## config.mk

```make
export PLATFORM = sky130hd
export DESIGN_NAME = uart_led_switch_command_parser_unit
export DESIGN_NICKNAME = d
export VERILOG_FILES = /design/src/rtl/ulscp_pkg.sv /design/src/rtl/uart_led_switch_command_parser_unit.sv /design/src/rtl/ulscp_front.sv /design/src/rtl/ulscp_queue.sv /design/src/rtl/ulscp_back.sv
export SDC_FILE = /design/constraint.sdc
export NUM_CORES = 1
export LEC_CHECK = 0
export BUFFER_PORTS_ARGS = -buffer_cell sky130_fd_sc_hd__buf_4
export CORE_MARGIN = 2
export CORE_UTILIZATION = 61
export CTS_CLUSTER_SIZE = 10
export DETAILED_ROUTE_END_ITERATION = 12
export PLACE_DENSITY_LB_ADDON = 0.15
export SKIP_CTS_REPAIR_TIMING = 1
export SKIP_LAST_GASP = 1
export SLEW_MARGIN = 20
export SYNTH_ARGS = -nofsm -noshare
export SYNTH_HDL_FRONTEND = slang
export SYNTH_SLANG_ARGS = --single-unit
export TNS_END_PERCENT = 100
```

## constraint.sdc

```tcl
create_clock -name aclk -period 3.9 [get_ports aclk]
set_input_delay 0.39 -clock aclk [delete_from_list [all_inputs] [get_ports aclk]]
set_output_delay 0.39 -clock aclk [all_outputs]
set_load 0.005 [all_outputs]
```

## src/rtl/ulscp_pkg.sv

```systemverilog
`default_nettype none

package ulscp_pkg;

    localparam int QUEUE_DEPTH_DEF = 4;
    localparam int STEP_W = 3;

    localparam logic [7:0] CH_L = 8'h6C;
    localparam logic [7:0] CH_E = 8'h65;
    localparam logic [7:0] CH_D = 8'h64;
    localparam logic [7:0] CH_S = 8'h73;
    localparam logic [7:0] CH_W = 8'h77;
    localparam logic [7:0] CH_T = 8'h74;
    localparam logic [7:0] CH_SPACE = 8'h20;
    localparam logic [7:0] CH_ZERO = 8'h30;
    localparam logic [7:0] CH_NINE = 8'h39;
    localparam logic [7:0] CH_A = 8'h61;
    localparam logic [7:0] CH_F = 8'h66;
    localparam logic [7:0] HEX_ALPHA_OFS = 8'h57;
    localparam logic [7:0] CH_LF = 8'h0A;
    localparam logic [7:0] CH_CR = 8'h0D;

    localparam logic KIND_TX = 1'b0;
    localparam logic KIND_LED = 1'b1;

    typedef enum logic [2:0] {
        OP_ECHO    = 3'd0,
        OP_UNKNOWN = 3'd1,
        OP_LED_CMD = 3'd2,
        OP_SWT     = 3'd3,
        OP_LED_WR  = 3'd4
    } op_t;

    typedef struct packed {
        op_t        op;
        logic [7:0] echo;
        logic [7:0] value;
    } job_t;

    function automatic logic [3:0] hex_value(input logic [7:0] b);
        logic [7:0] d;
        d = 8'h00;
        if (b >= CH_ZERO && b <= CH_NINE) begin
            d = b - CH_ZERO;
        end else if (b >= CH_A && b <= CH_F) begin
            d = b - HEX_ALPHA_OFS;
        end
        return d[3:0];
    endfunction

    function automatic logic [7:0] hex_char(input logic [3:0] v);
        logic [7:0] w;
        w = {4'h0, v};
        return (v <= 4'd9) ? (w + CH_ZERO) : (w + HEX_ALPHA_OFS);
    endfunction

endpackage

`default_nettype wire

```

## src/rtl/uart_led_switch_command_parser_unit.sv

```systemverilog
// A byte accepted on s_ is written into the job queue; its first word is then registered
// from the queue head into the m_ output registers. One byte per cycle goes into the job
// queue while it has room; the back end emits one word per cycle while m_ready is high.
// Null letter bytes are absorbed without a word. A full queue holds s_ready low.
// Reset (aresetn low, synchronous) returns to awaiting the first letter, empties the queue.
`default_nettype none

module uart_led_switch_command_parser_unit
    import ulscp_pkg::*;
#(
    parameter int QUEUE_DEPTH = QUEUE_DEPTH_DEF
) (
    input  wire logic       aclk,
    input  wire logic       aresetn,
    input  wire logic       s_valid,
    output logic            s_ready,
    input  wire logic [7:0] s_rx_byte,
    input  wire logic [7:0] s_switch_value,
    output logic            m_valid,
    input  wire logic       m_ready,
    output logic            m_result_kind,
    output logic [7:0]      m_result_value,
    output logic            m_last
);

    logic q_full, q_push, q_pop, q_not_empty;
    job_t push_job, head_job;

    ulscp_front u_front (
        .aclk           (aclk),
        .aresetn        (aresetn),
        .s_valid        (s_valid),
        .s_ready        (s_ready),
        .s_rx_byte      (s_rx_byte),
        .s_switch_value (s_switch_value),
        .q_full         (q_full),
        .q_push         (q_push),
        .q_job          (push_job)
    );

    ulscp_queue #(
        .DEPTH (QUEUE_DEPTH)
    ) u_queue (
        .aclk      (aclk),
        .aresetn   (aresetn),
        .push      (q_push),
        .push_job  (push_job),
        .full      (q_full),
        .pop       (q_pop),
        .not_empty (q_not_empty),
        .head_job  (head_job)
    );

    ulscp_back u_back (
        .aclk           (aclk),
        .aresetn        (aresetn),
        .job_valid      (q_not_empty),
        .job            (head_job),
        .job_pop        (q_pop),
        .m_valid        (m_valid),
        .m_ready        (m_ready),
        .m_result_kind  (m_result_kind),
        .m_result_value (m_result_value),
        .m_last         (m_last)
    );

endmodule

`default_nettype wire

```

## src/rtl/ulscp_front.sv

```systemverilog
`default_nettype none

module ulscp_front
    import ulscp_pkg::*;
(
    input  wire logic       aclk,
    input  wire logic       aresetn,
    input  wire logic       s_valid,
    output logic            s_ready,
    input  wire logic [7:0] s_rx_byte,
    input  wire logic [7:0] s_switch_value,
    input  wire logic       q_full,
    output logic            q_push,
    output job_t            q_job
);

    typedef enum logic [4:0] {
        PH_FIRST  = 5'b00001,
        PH_SECOND = 5'b00010,
        PH_THIRD  = 5'b00100,
        PH_DIG_HI = 5'b01000,
        PH_DIG_LO = 5'b10000
    } phase_t;

    phase_t     phase_reg, phase_next;
    logic [7:0] first_letter_reg, first_letter_next;
    logic [7:0] second_letter_reg, second_letter_next;
    logic [3:0] high_nibble_reg, high_nibble_next;
    logic       accept;
    logic       produce;
    logic       is_null;

    assign s_ready = !q_full;
    assign accept  = s_valid && s_ready;
    assign is_null = (s_rx_byte == 8'h00);
    assign q_push  = accept && produce;

    always_comb begin
        phase_next         = phase_reg;
        first_letter_next  = first_letter_reg;
        second_letter_next = second_letter_reg;
        high_nibble_next   = high_nibble_reg;
        produce            = 1'b0;
        q_job.op           = OP_ECHO;
        q_job.echo         = s_rx_byte;
        q_job.value        = s_switch_value;
        unique case (phase_reg)
            PH_SECOND: begin
                if (!is_null) begin
                    produce            = 1'b1;
                    second_letter_next = s_rx_byte;
                    phase_next         = PH_THIRD;
                end
            end
            PH_THIRD: begin
                if (!is_null) begin
                    produce = 1'b1;
                    if (first_letter_reg == CH_L && second_letter_reg == CH_E
                        && s_rx_byte == CH_D) begin
                        q_job.op   = OP_LED_CMD;
                        phase_next = PH_DIG_HI;
                    end else if (first_letter_reg == CH_S && second_letter_reg == CH_W
                        && s_rx_byte == CH_T) begin
                        q_job.op   = OP_SWT;
                        phase_next = PH_FIRST;
                    end else begin
                        q_job.op   = OP_UNKNOWN;
                        phase_next = PH_FIRST;
                    end
                end
            end
            PH_DIG_HI: begin
                produce          = 1'b1;
                high_nibble_next = hex_value(s_rx_byte);
                phase_next       = PH_DIG_LO;
            end
            PH_DIG_LO: begin
                produce     = 1'b1;
                q_job.op    = OP_LED_WR;
                q_job.value = {high_nibble_reg, hex_value(s_rx_byte)};
                phase_next  = PH_FIRST;
            end
            default: begin
                if (!is_null) begin
                    produce           = 1'b1;
                    first_letter_next = s_rx_byte;
                    phase_next        = PH_SECOND;
                end
            end
        endcase
    end

    always_ff @(posedge aclk) begin
        if (!aresetn) begin
            phase_reg         <= PH_FIRST;
            first_letter_reg  <= 8'h00;
            second_letter_reg <= 8'h00;
            high_nibble_reg   <= 4'h0;
        end else if (accept) begin
            phase_reg         <= phase_next;
            first_letter_reg  <= first_letter_next;
            second_letter_reg <= second_letter_next;
            high_nibble_reg   <= high_nibble_next;
        end
    end

endmodule

`default_nettype wire

```

## src/rtl/ulscp_queue.sv

```systemverilog
`default_nettype none

module ulscp_queue
    import ulscp_pkg::*;
#(
    parameter int DEPTH = QUEUE_DEPTH_DEF
) (
    input  wire logic aclk,
    input  wire logic aresetn,
    input  wire logic push,
    input  wire job_t push_job,
    output logic      full,
    input  wire logic pop,
    output logic      not_empty,
    output job_t      head_job
);

    localparam int PTR_W = (DEPTH > 1) ? $clog2(DEPTH) : 1;
    localparam int CNT_W = $clog2(DEPTH + 1);

    job_t             slot_reg [DEPTH];
    logic [PTR_W-1:0] wr_ptr_reg, rd_ptr_reg;
    logic [CNT_W-1:0] count_reg;
    logic             do_push, do_pop;

    assign full      = (count_reg == CNT_W'(DEPTH));
    assign not_empty = (count_reg != '0);
    assign do_push   = push && !full;
    assign do_pop    = pop && not_empty;
    assign head_job  = slot_reg[rd_ptr_reg];

    function automatic logic [PTR_W-1:0] ptr_inc(input logic [PTR_W-1:0] p);
        return (p == PTR_W'(DEPTH - 1)) ? '0 : p + 1'b1;
    endfunction

    always_ff @(posedge aclk) begin
        if (do_push) begin
            slot_reg[wr_ptr_reg] <= push_job;
        end
    end

    always_ff @(posedge aclk) begin
        if (!aresetn) begin
            wr_ptr_reg <= '0;
            rd_ptr_reg <= '0;
            count_reg  <= '0;
        end else begin
            if (do_push) begin
                wr_ptr_reg <= ptr_inc(wr_ptr_reg);
            end
            if (do_pop) begin
                rd_ptr_reg <= ptr_inc(rd_ptr_reg);
            end
            if (do_push && !do_pop) begin
                count_reg <= count_reg + 1'b1;
            end else if (do_pop && !do_push) begin
                count_reg <= count_reg - 1'b1;
            end
        end
    end

    a_count_bound: assert property (@(posedge aclk) disable iff (!aresetn)
        count_reg <= CNT_W'(DEPTH))
        else $error("queue count beyond depth");

    a_count_push: assert property (@(posedge aclk) disable iff (!aresetn)
        do_push && !do_pop |=> count_reg == $past(count_reg) + 1'b1)
        else $error("queue count did not advance on push");

endmodule

`default_nettype wire

```

## src/rtl/ulscp_back.sv

```systemverilog
`default_nettype none

module ulscp_back
    import ulscp_pkg::*;
(
    input  wire logic aclk,
    input  wire logic aresetn,
    input  wire logic job_valid,
    input  wire job_t job,
    output logic      job_pop,
    output logic      m_valid,
    input  wire logic m_ready,
    output logic      m_result_kind,
    output logic [7:0] m_result_value,
    output logic      m_last
);

    logic [STEP_W-1:0] step_reg;
    logic [STEP_W-1:0] last_step;
    logic              m_valid_reg;
    logic              kind_reg;
    logic [7:0]        value_reg;
    logic              last_reg;
    logic              load;
    logic              is_last;
    logic              item_kind;
    logic [7:0]        item_value;

    assign load    = job_valid && (!m_valid_reg || m_ready);
    assign is_last = (step_reg == last_step);
    assign job_pop = load && is_last;

    always_comb begin
        item_kind  = KIND_TX;
        item_value = job.echo;
        last_step  = STEP_W'(0);
        case (job.op)
            OP_UNKNOWN: begin
                last_step = STEP_W'(3);
                case (step_reg)
                    STEP_W'(1): item_value = CH_SPACE;
                    STEP_W'(2): item_value = CH_LF;
                    STEP_W'(3): item_value = CH_CR;
                    default:    item_value = job.echo;
                endcase
            end
            OP_LED_CMD: begin
                last_step = STEP_W'(1);
                if (step_reg == STEP_W'(1)) begin
                    item_value = CH_SPACE;
                end
            end
            OP_SWT: begin
                last_step = STEP_W'(5);
                case (step_reg)
                    STEP_W'(1): item_value = CH_SPACE;
                    STEP_W'(2): item_value = hex_char(job.value[7:4]);
                    STEP_W'(3): item_value = hex_char(job.value[3:0]);
                    STEP_W'(4): item_value = CH_LF;
                    STEP_W'(5): item_value = CH_CR;
                    default:    item_value = job.echo;
                endcase
            end
            OP_LED_WR: begin
                last_step = STEP_W'(3);
                case (step_reg)
                    STEP_W'(1): begin
                        item_kind  = KIND_LED;
                        item_value = job.value;
                    end
                    STEP_W'(2): item_value = CH_LF;
                    STEP_W'(3): item_value = CH_CR;
                    default:    item_value = job.echo;
                endcase
            end
            default: begin
                last_step = STEP_W'(0);
            end
        endcase
    end

    always_ff @(posedge aclk) begin
        if (!aresetn) begin
            step_reg    <= '0;
            m_valid_reg <= 1'b0;
        end else begin
            if (load) begin
                m_valid_reg <= 1'b1;
                step_reg    <= is_last ? '0 : step_reg + 1'b1;
            end else if (m_ready) begin
                m_valid_reg <= 1'b0;
            end
        end
    end

    always_ff @(posedge aclk) begin
        if (load) begin
            kind_reg  <= item_kind;
            value_reg <= item_value;
            last_reg  <= is_last;
        end
    end

    assign m_valid        = m_valid_reg;
    assign m_result_kind  = kind_reg;
    assign m_result_value = value_reg;
    assign m_last         = last_reg;

    a_led_not_last: assert property (@(posedge aclk) disable iff (!aresetn)
        m_valid_reg && kind_reg == KIND_LED |-> !last_reg)
        else $error("LED write marked as final word");

    a_step_idle: assert property (@(posedge aclk) disable iff (!aresetn)
        !job_valid |-> step_reg == '0)
        else $error("step counter busy with no job");

endmodule

`default_nettype wire
```

[Word level (Yosys, flattened, before mapping)]
Memory sizes are Yosys's and may differ from the RTL's. A register that Yosys moved wholly into a read port is not among the register bits.
Index checks and enable logic that the tools add are counted.
Word-level totals
  logic and storage cells: 122
  RAM bits: 76
  input bits: 20
  memories: 1
  bits in registers: 46
  output and inout bits: 12
Operators by class
  muxes and demuxes: 34
  order comparisons: 6
  equal/unequal tests: 26
  reductions and logical operators: 30
  add/sub/neg operators: 11
  bitwise operators: 2
Memory list
  u_queue.slot_reg: words 4, bits a word 19, read ports 1, clocked after Yosys merged registers in 1, write ports 1, line ulscp_queue.sv:21  | job_t slot_reg [DEPTH];
Operators with widths (number)
  8-bit by 7-bit equality test with 1-bit output, second input constant: 6
  8-bit case mux with 3 select lines: 2
  8-bit case mux with 5 select lines: 1
  8-bit 2-to-1 mux: 4
  8-bit case mux with 4 select lines: 1
  5-bit case mux with 4 select lines: 1
  4-bit by 7-bit adder with 8-bit output, second input constant: 2
  3-bit 2-to-1 mux: 5
  5-bit 2-to-1 mux: 3
  4-bit by 6-bit adder with 7-bit output, second input constant: 2
  1-bit logical AND: 14
  3-bit by 2-bit equality test with 1-bit output, second input constant: 4
  3-bit equality test, second input constant: 4
  4-bit 2-to-1 mux: 3
  2-bit 2-to-1 mux: 5
  3-bit case mux with 3 select lines: 1
  8-bit by 6-bit >= comparator with 1-bit output, second input constant: 1
  8-bit by 7-bit >= comparator with 1-bit output, second input constant: 1
  4-bit less-or-equal comparator, second input constant: 2
  8-bit by 6-bit less-or-equal comparator with 1-bit output, second input constant: 1
  8-bit by 7-bit less-or-equal comparator with 1-bit output, second input constant: 1
  8-bit zero test: 1
  1-bit 2-to-1 mux: 7
  3-bit by 1-bit adder with 3-bit output, second input constant: 2
  other kinds (24): 35

[Longest topological paths before layout]
  depth after elaboration: 9
  depth in mapped cells: 14

[By module]
A second synthesis with hierarchy kept.
Second synthesis, totals
  cells, all modules: 490
  area total of the unflattened synthesis: 6185.9 um^2
By module, submodules not included
  ulscp_queue: area each 3266.9 um^2, cells an instance 150, instances 1
  ulscp_front: area each 1601.5 um^2, cells an instance 189, instances 1
  ulscp_back: area each 1317.5 um^2, cells an instance 151, instances 1

[Least setup slack after synthesis]
No wires, ideal clock.
  kind: register to register
  start: reg (tool-made name)
  end: reg u_queue.count_reg[2]
  data arrival time: 3197 ps
  setup time: 76 ps
  setup slack: 628 ps
  buffers on the path: 2
  cell stages (with the launch flop): 15
  cell sequence: dfxtp_1 > buf_6 > mux4_2 > clkbuf_1 > o21a_1 > o211ai_2 > a21oi_1 > or2_1 > nand2_1 > ha_1 > inv_1 > fa_1 > xor2_1 > or3_1 > a21boi_0
RTL lines
  end signal: assignment: line ulscp_queue.sv:55  | count_reg <= count_reg + 1'b1;
  end signal: assignment: line ulscp_queue.sv:57  | count_reg <= count_reg - 1'b1;
  end: declaration: line ulscp_queue.sv:23  | logic [CNT_W-1:0] count_reg;

==> results.yml <==
place:
  io_buffers: 31
  dp_hpwl_um: 7950
  place_area_um2: 6320
  place_congestion: 0.830
outcome:
  status: "complete, no violations"
yosys:
  synthMuxAreaShare: 0.105
  syn_avg_cell_area_um2: 12.3
  synth_top_family_by_area: "simple AND/OR/NAND/NOR gates"
  synth_simple_gate_area_frac: 0.141
  synth-xor-area-share: 0.0103
  ys.flop_type: "edfxtp_1"
  synth_seq_cells: 124
  synth_largest_area_cell: "edfxtp_1"
  synth_warnings: 0
  syn-num-nets: 525
  netlist_area_um2: 5960
  postSynthCellCount: 483
  async_flop_share: 0
  ys_seq_area_frac: 0.561
  synth_compound_area_frac: 0.107
  yosysUniqueCellTypes: 67
  synthAdderAreaFrac: 0.0474
  synth_area_leaders: "edfxtp_1, dfxtp_1, mux4_2, ha_1, mux2i_1"
  netlist.area_leader.share: 0.433
  synth_edf_count: 86
clocking:
  cts_tree: "built"
  h-tree-depth: 4
  path_clk_slew_ps: 60
  clockRootBuffer: "clkbuf_8"
  cts.sinks: 124
  clk_latency_ps: 510
  cts_buffer_depth: 2
  numCtsBuffers: 17
global_routing:
  grt_max_degree: 39
  antenna_found_initial: 0
  gr-usage-all-layers: 0.249
  grt_first_pass_wirelength_um: 19500
  grt-ovfl-total: 0
  grt_pass1_vias: 3870
worst_setup_path:
  cp.required_ps: 4340
  worst_r2r_endpoint: "u_queue.count_reg[2]"
  cp.arrival_ps: 3940
  slowest_delay_ps: 690
  r2r_slack_ps: 390
  cp_max_fo: 15
  crit_type: "reg -> reg"
  crit_path_start_kind: "flop"
  cp_slowest_cell: "mux4_2"
  cp-end-kind: "flop"
  rr_worst_depth: 12
  path_cells: "mux4_2, xnor2_1, o32a_1, a21oi_1, or2_1, nand2_1, ha_1, inv_1, fa_1, xor2_1, or3_1, a21boi_0"
  critPathCapture: "u_queue.count_reg[2]"
floorplan:
  die_height_um: 103
  io_pins: 32
  start_util: 0.619
  dieArea_um2: 10600
  core_region_area_um2: 9640
  die_w_um: 103
  fp-row-count: 36
pwr:
  max-vdd-ir-drop_mv: 0.413
  p_leak_nw: 2.52
  powerDensity_nw_per_um2: 692
run:
  drv_cap: 0
timing:
  rsz0062_at_grt: "no"
  fin_crit_ps: 3510
  worst_pin_slew_ps: 1040
  finalSetupViolCount: 0
  hold_violations: 0
  drv_slew: 0
  skew_ps: 9.36
  fin_crit_sh: 0.899
  fin_setup_tns_ps: 0
  relSlewSlack: 0.308
  max_freq_mhz: 285
finish:
  layout_commonest_cell: "edfxtp_1"
  largest_reg_flops: 76
  syn2layout_area_growth_pct: 15.4
  num_antenna_cells: 0
  nNetsFinal: 559
  layout_common_cells: "edfxtp_1, nand2_1, dfxtp_1, buf_4, nor2b_1"
  postLayoutCellArea_um2: 6880
  drive_gt1_frac: 0.187
detailed_routing:
  remaining_drc_errors: 0
  vias: 3930
  drt_wl_total_um: 12100
  wire_per_inst_um: 18.2
  via_per_inst: 5.93
  drt_iter0_markers: 259
  first_pass_iters: 5
  drtAntennaViolNets: 0
worst_hold_path:
  hold_class: "in -> reg"
[worst min path at each step]
stage / from / to / slack (ps) / depth (start not counted)
4_1_cts: s_rx_byte[4] / u_queue.slot_reg[2][12] / 110 / 1
6_report: s_rx_byte[4] / u_queue.slot_reg[2][12] / 140 / 1
3_5_place_dp: u_back.m_valid / u_back.m_valid / 490 / 2
3_3_place_gp: u_back.m_valid / u_back.m_valid / 480 / 2
5_1_grt: s_rx_byte[4] / u_queue.slot_reg[2][12] / 130 / 1
2_1_floorplan: u_back.m_valid / u_back.m_valid / 470 / 2
[area by class of cell]
cell class,count,area (um^2)
Tap cell,133,166
Clock buffer,18,418
Multi-Input combinational cell,317,2450
Timing Repair Buffer,38,285
Inverter,19,71.3
Sequential cell,124,3340
Clock inverter,14,145
Fill cell,691,2760
[per-layer routing]
layer | share of wire | track usage | wire length [um] | vias to the layer above
li1 | - | - | - | 1888
met1 | 0.41 | 0.311 | 5010 | 1922
met2 | 0.52 | 0.424 | 6280 | 109
met3 | 0.050 | 0.0529 | 606 | 11
met4 | 0.015 | 0.104 | 184 | 0
met5 | 0 | 0 | 0 | -
[worst max-delay path: cells and delay by family, from the launching register on]
kind                     cells  cell delay [ps]
multiplexers                 1              690
flip-flops                   1              430
AND/OR/NAND/NOR              3              650
buffers and inverters        1               60
AO/OA/AOI/OAI                3              490
adder cells (fa/ha/maj)      2              600
XOR/XNOR                     2              510
[Yosys cell counts, drive strengths merged (2+ instances only)]
| cell | instances |
|---|---|
| nor2b | 30 |
| nor4 | 3 |
| o31ai | 2 |
| o211a | 4 |
| a21boi | 5 |
| o221ai | 2 |
| a211o | 4 |
| a21o | 2 |
| ha | 21 |
| inv | 19 |
| and2 | 5 |
| nand2 | 49 |
| or3 | 3 |
| nor3 | 10 |
| or2 | 4 |
| clkbuf | 15 |
| nand3b | 5 |
| mux2i | 20 |
| nand2b | 5 |
| xor2 | 3 |
| a211oi | 2 |
| o21ai | 19 |
| edfxtp | 86 |
| a31oi | 2 |
| dfxtp | 38 |
| xnor2 | 4 |
| and3 | 4 |
| nand4 | 2 |
| a21oi | 19 |
| buf | 8 |
| nor2 | 19 |
| nand4b | 2 |
| o2111ai | 2 |
| or3b | 2 |
| a41oi | 2 |
| a22oi | 8 |
| o211ai | 8 |
| nand3 | 10 |
| mux4 | 19 |
[logic make-up (layout without fill, tap and decap cells)]
group,Yosys count,after routing
simple gates,157,157
flops,124,124
compound gates,92,92
buf+inv,42,89
mux,39,39
fa+ha+maj,22,22
xor+xnor,7,7
[report_power, final]
| part | internal (W) | total (W) | leakage (nW) | switching, W |
|---|---|---|---|---|
| logic | 0.000648 | 0.00152 | 1.14 | 0.000868 |
| registers | 0.00166 | 0.00177 | 1.11 | 0.000109 |
| clock network | 0.000909 | 0.00148 | 0.269 | 0.000570 |
[through the flow]
stage	total power, W	utilization	hold WS [ps]	setup slack [ps]	instances
2_1_floorplan	0.00287	-	471	628	483
3_3_place_gp	0.00325	0.656	475	545	631
3_5_place_dp	0.00327	0.656	490	437	631
4_1_cts	0.00478	0.714	110	384	663
5_1_grt	0.00503	0.714	133	66.9	663
6_report	0.00476	0.714	140	395	663
Power figures use the tool's default switching activity.
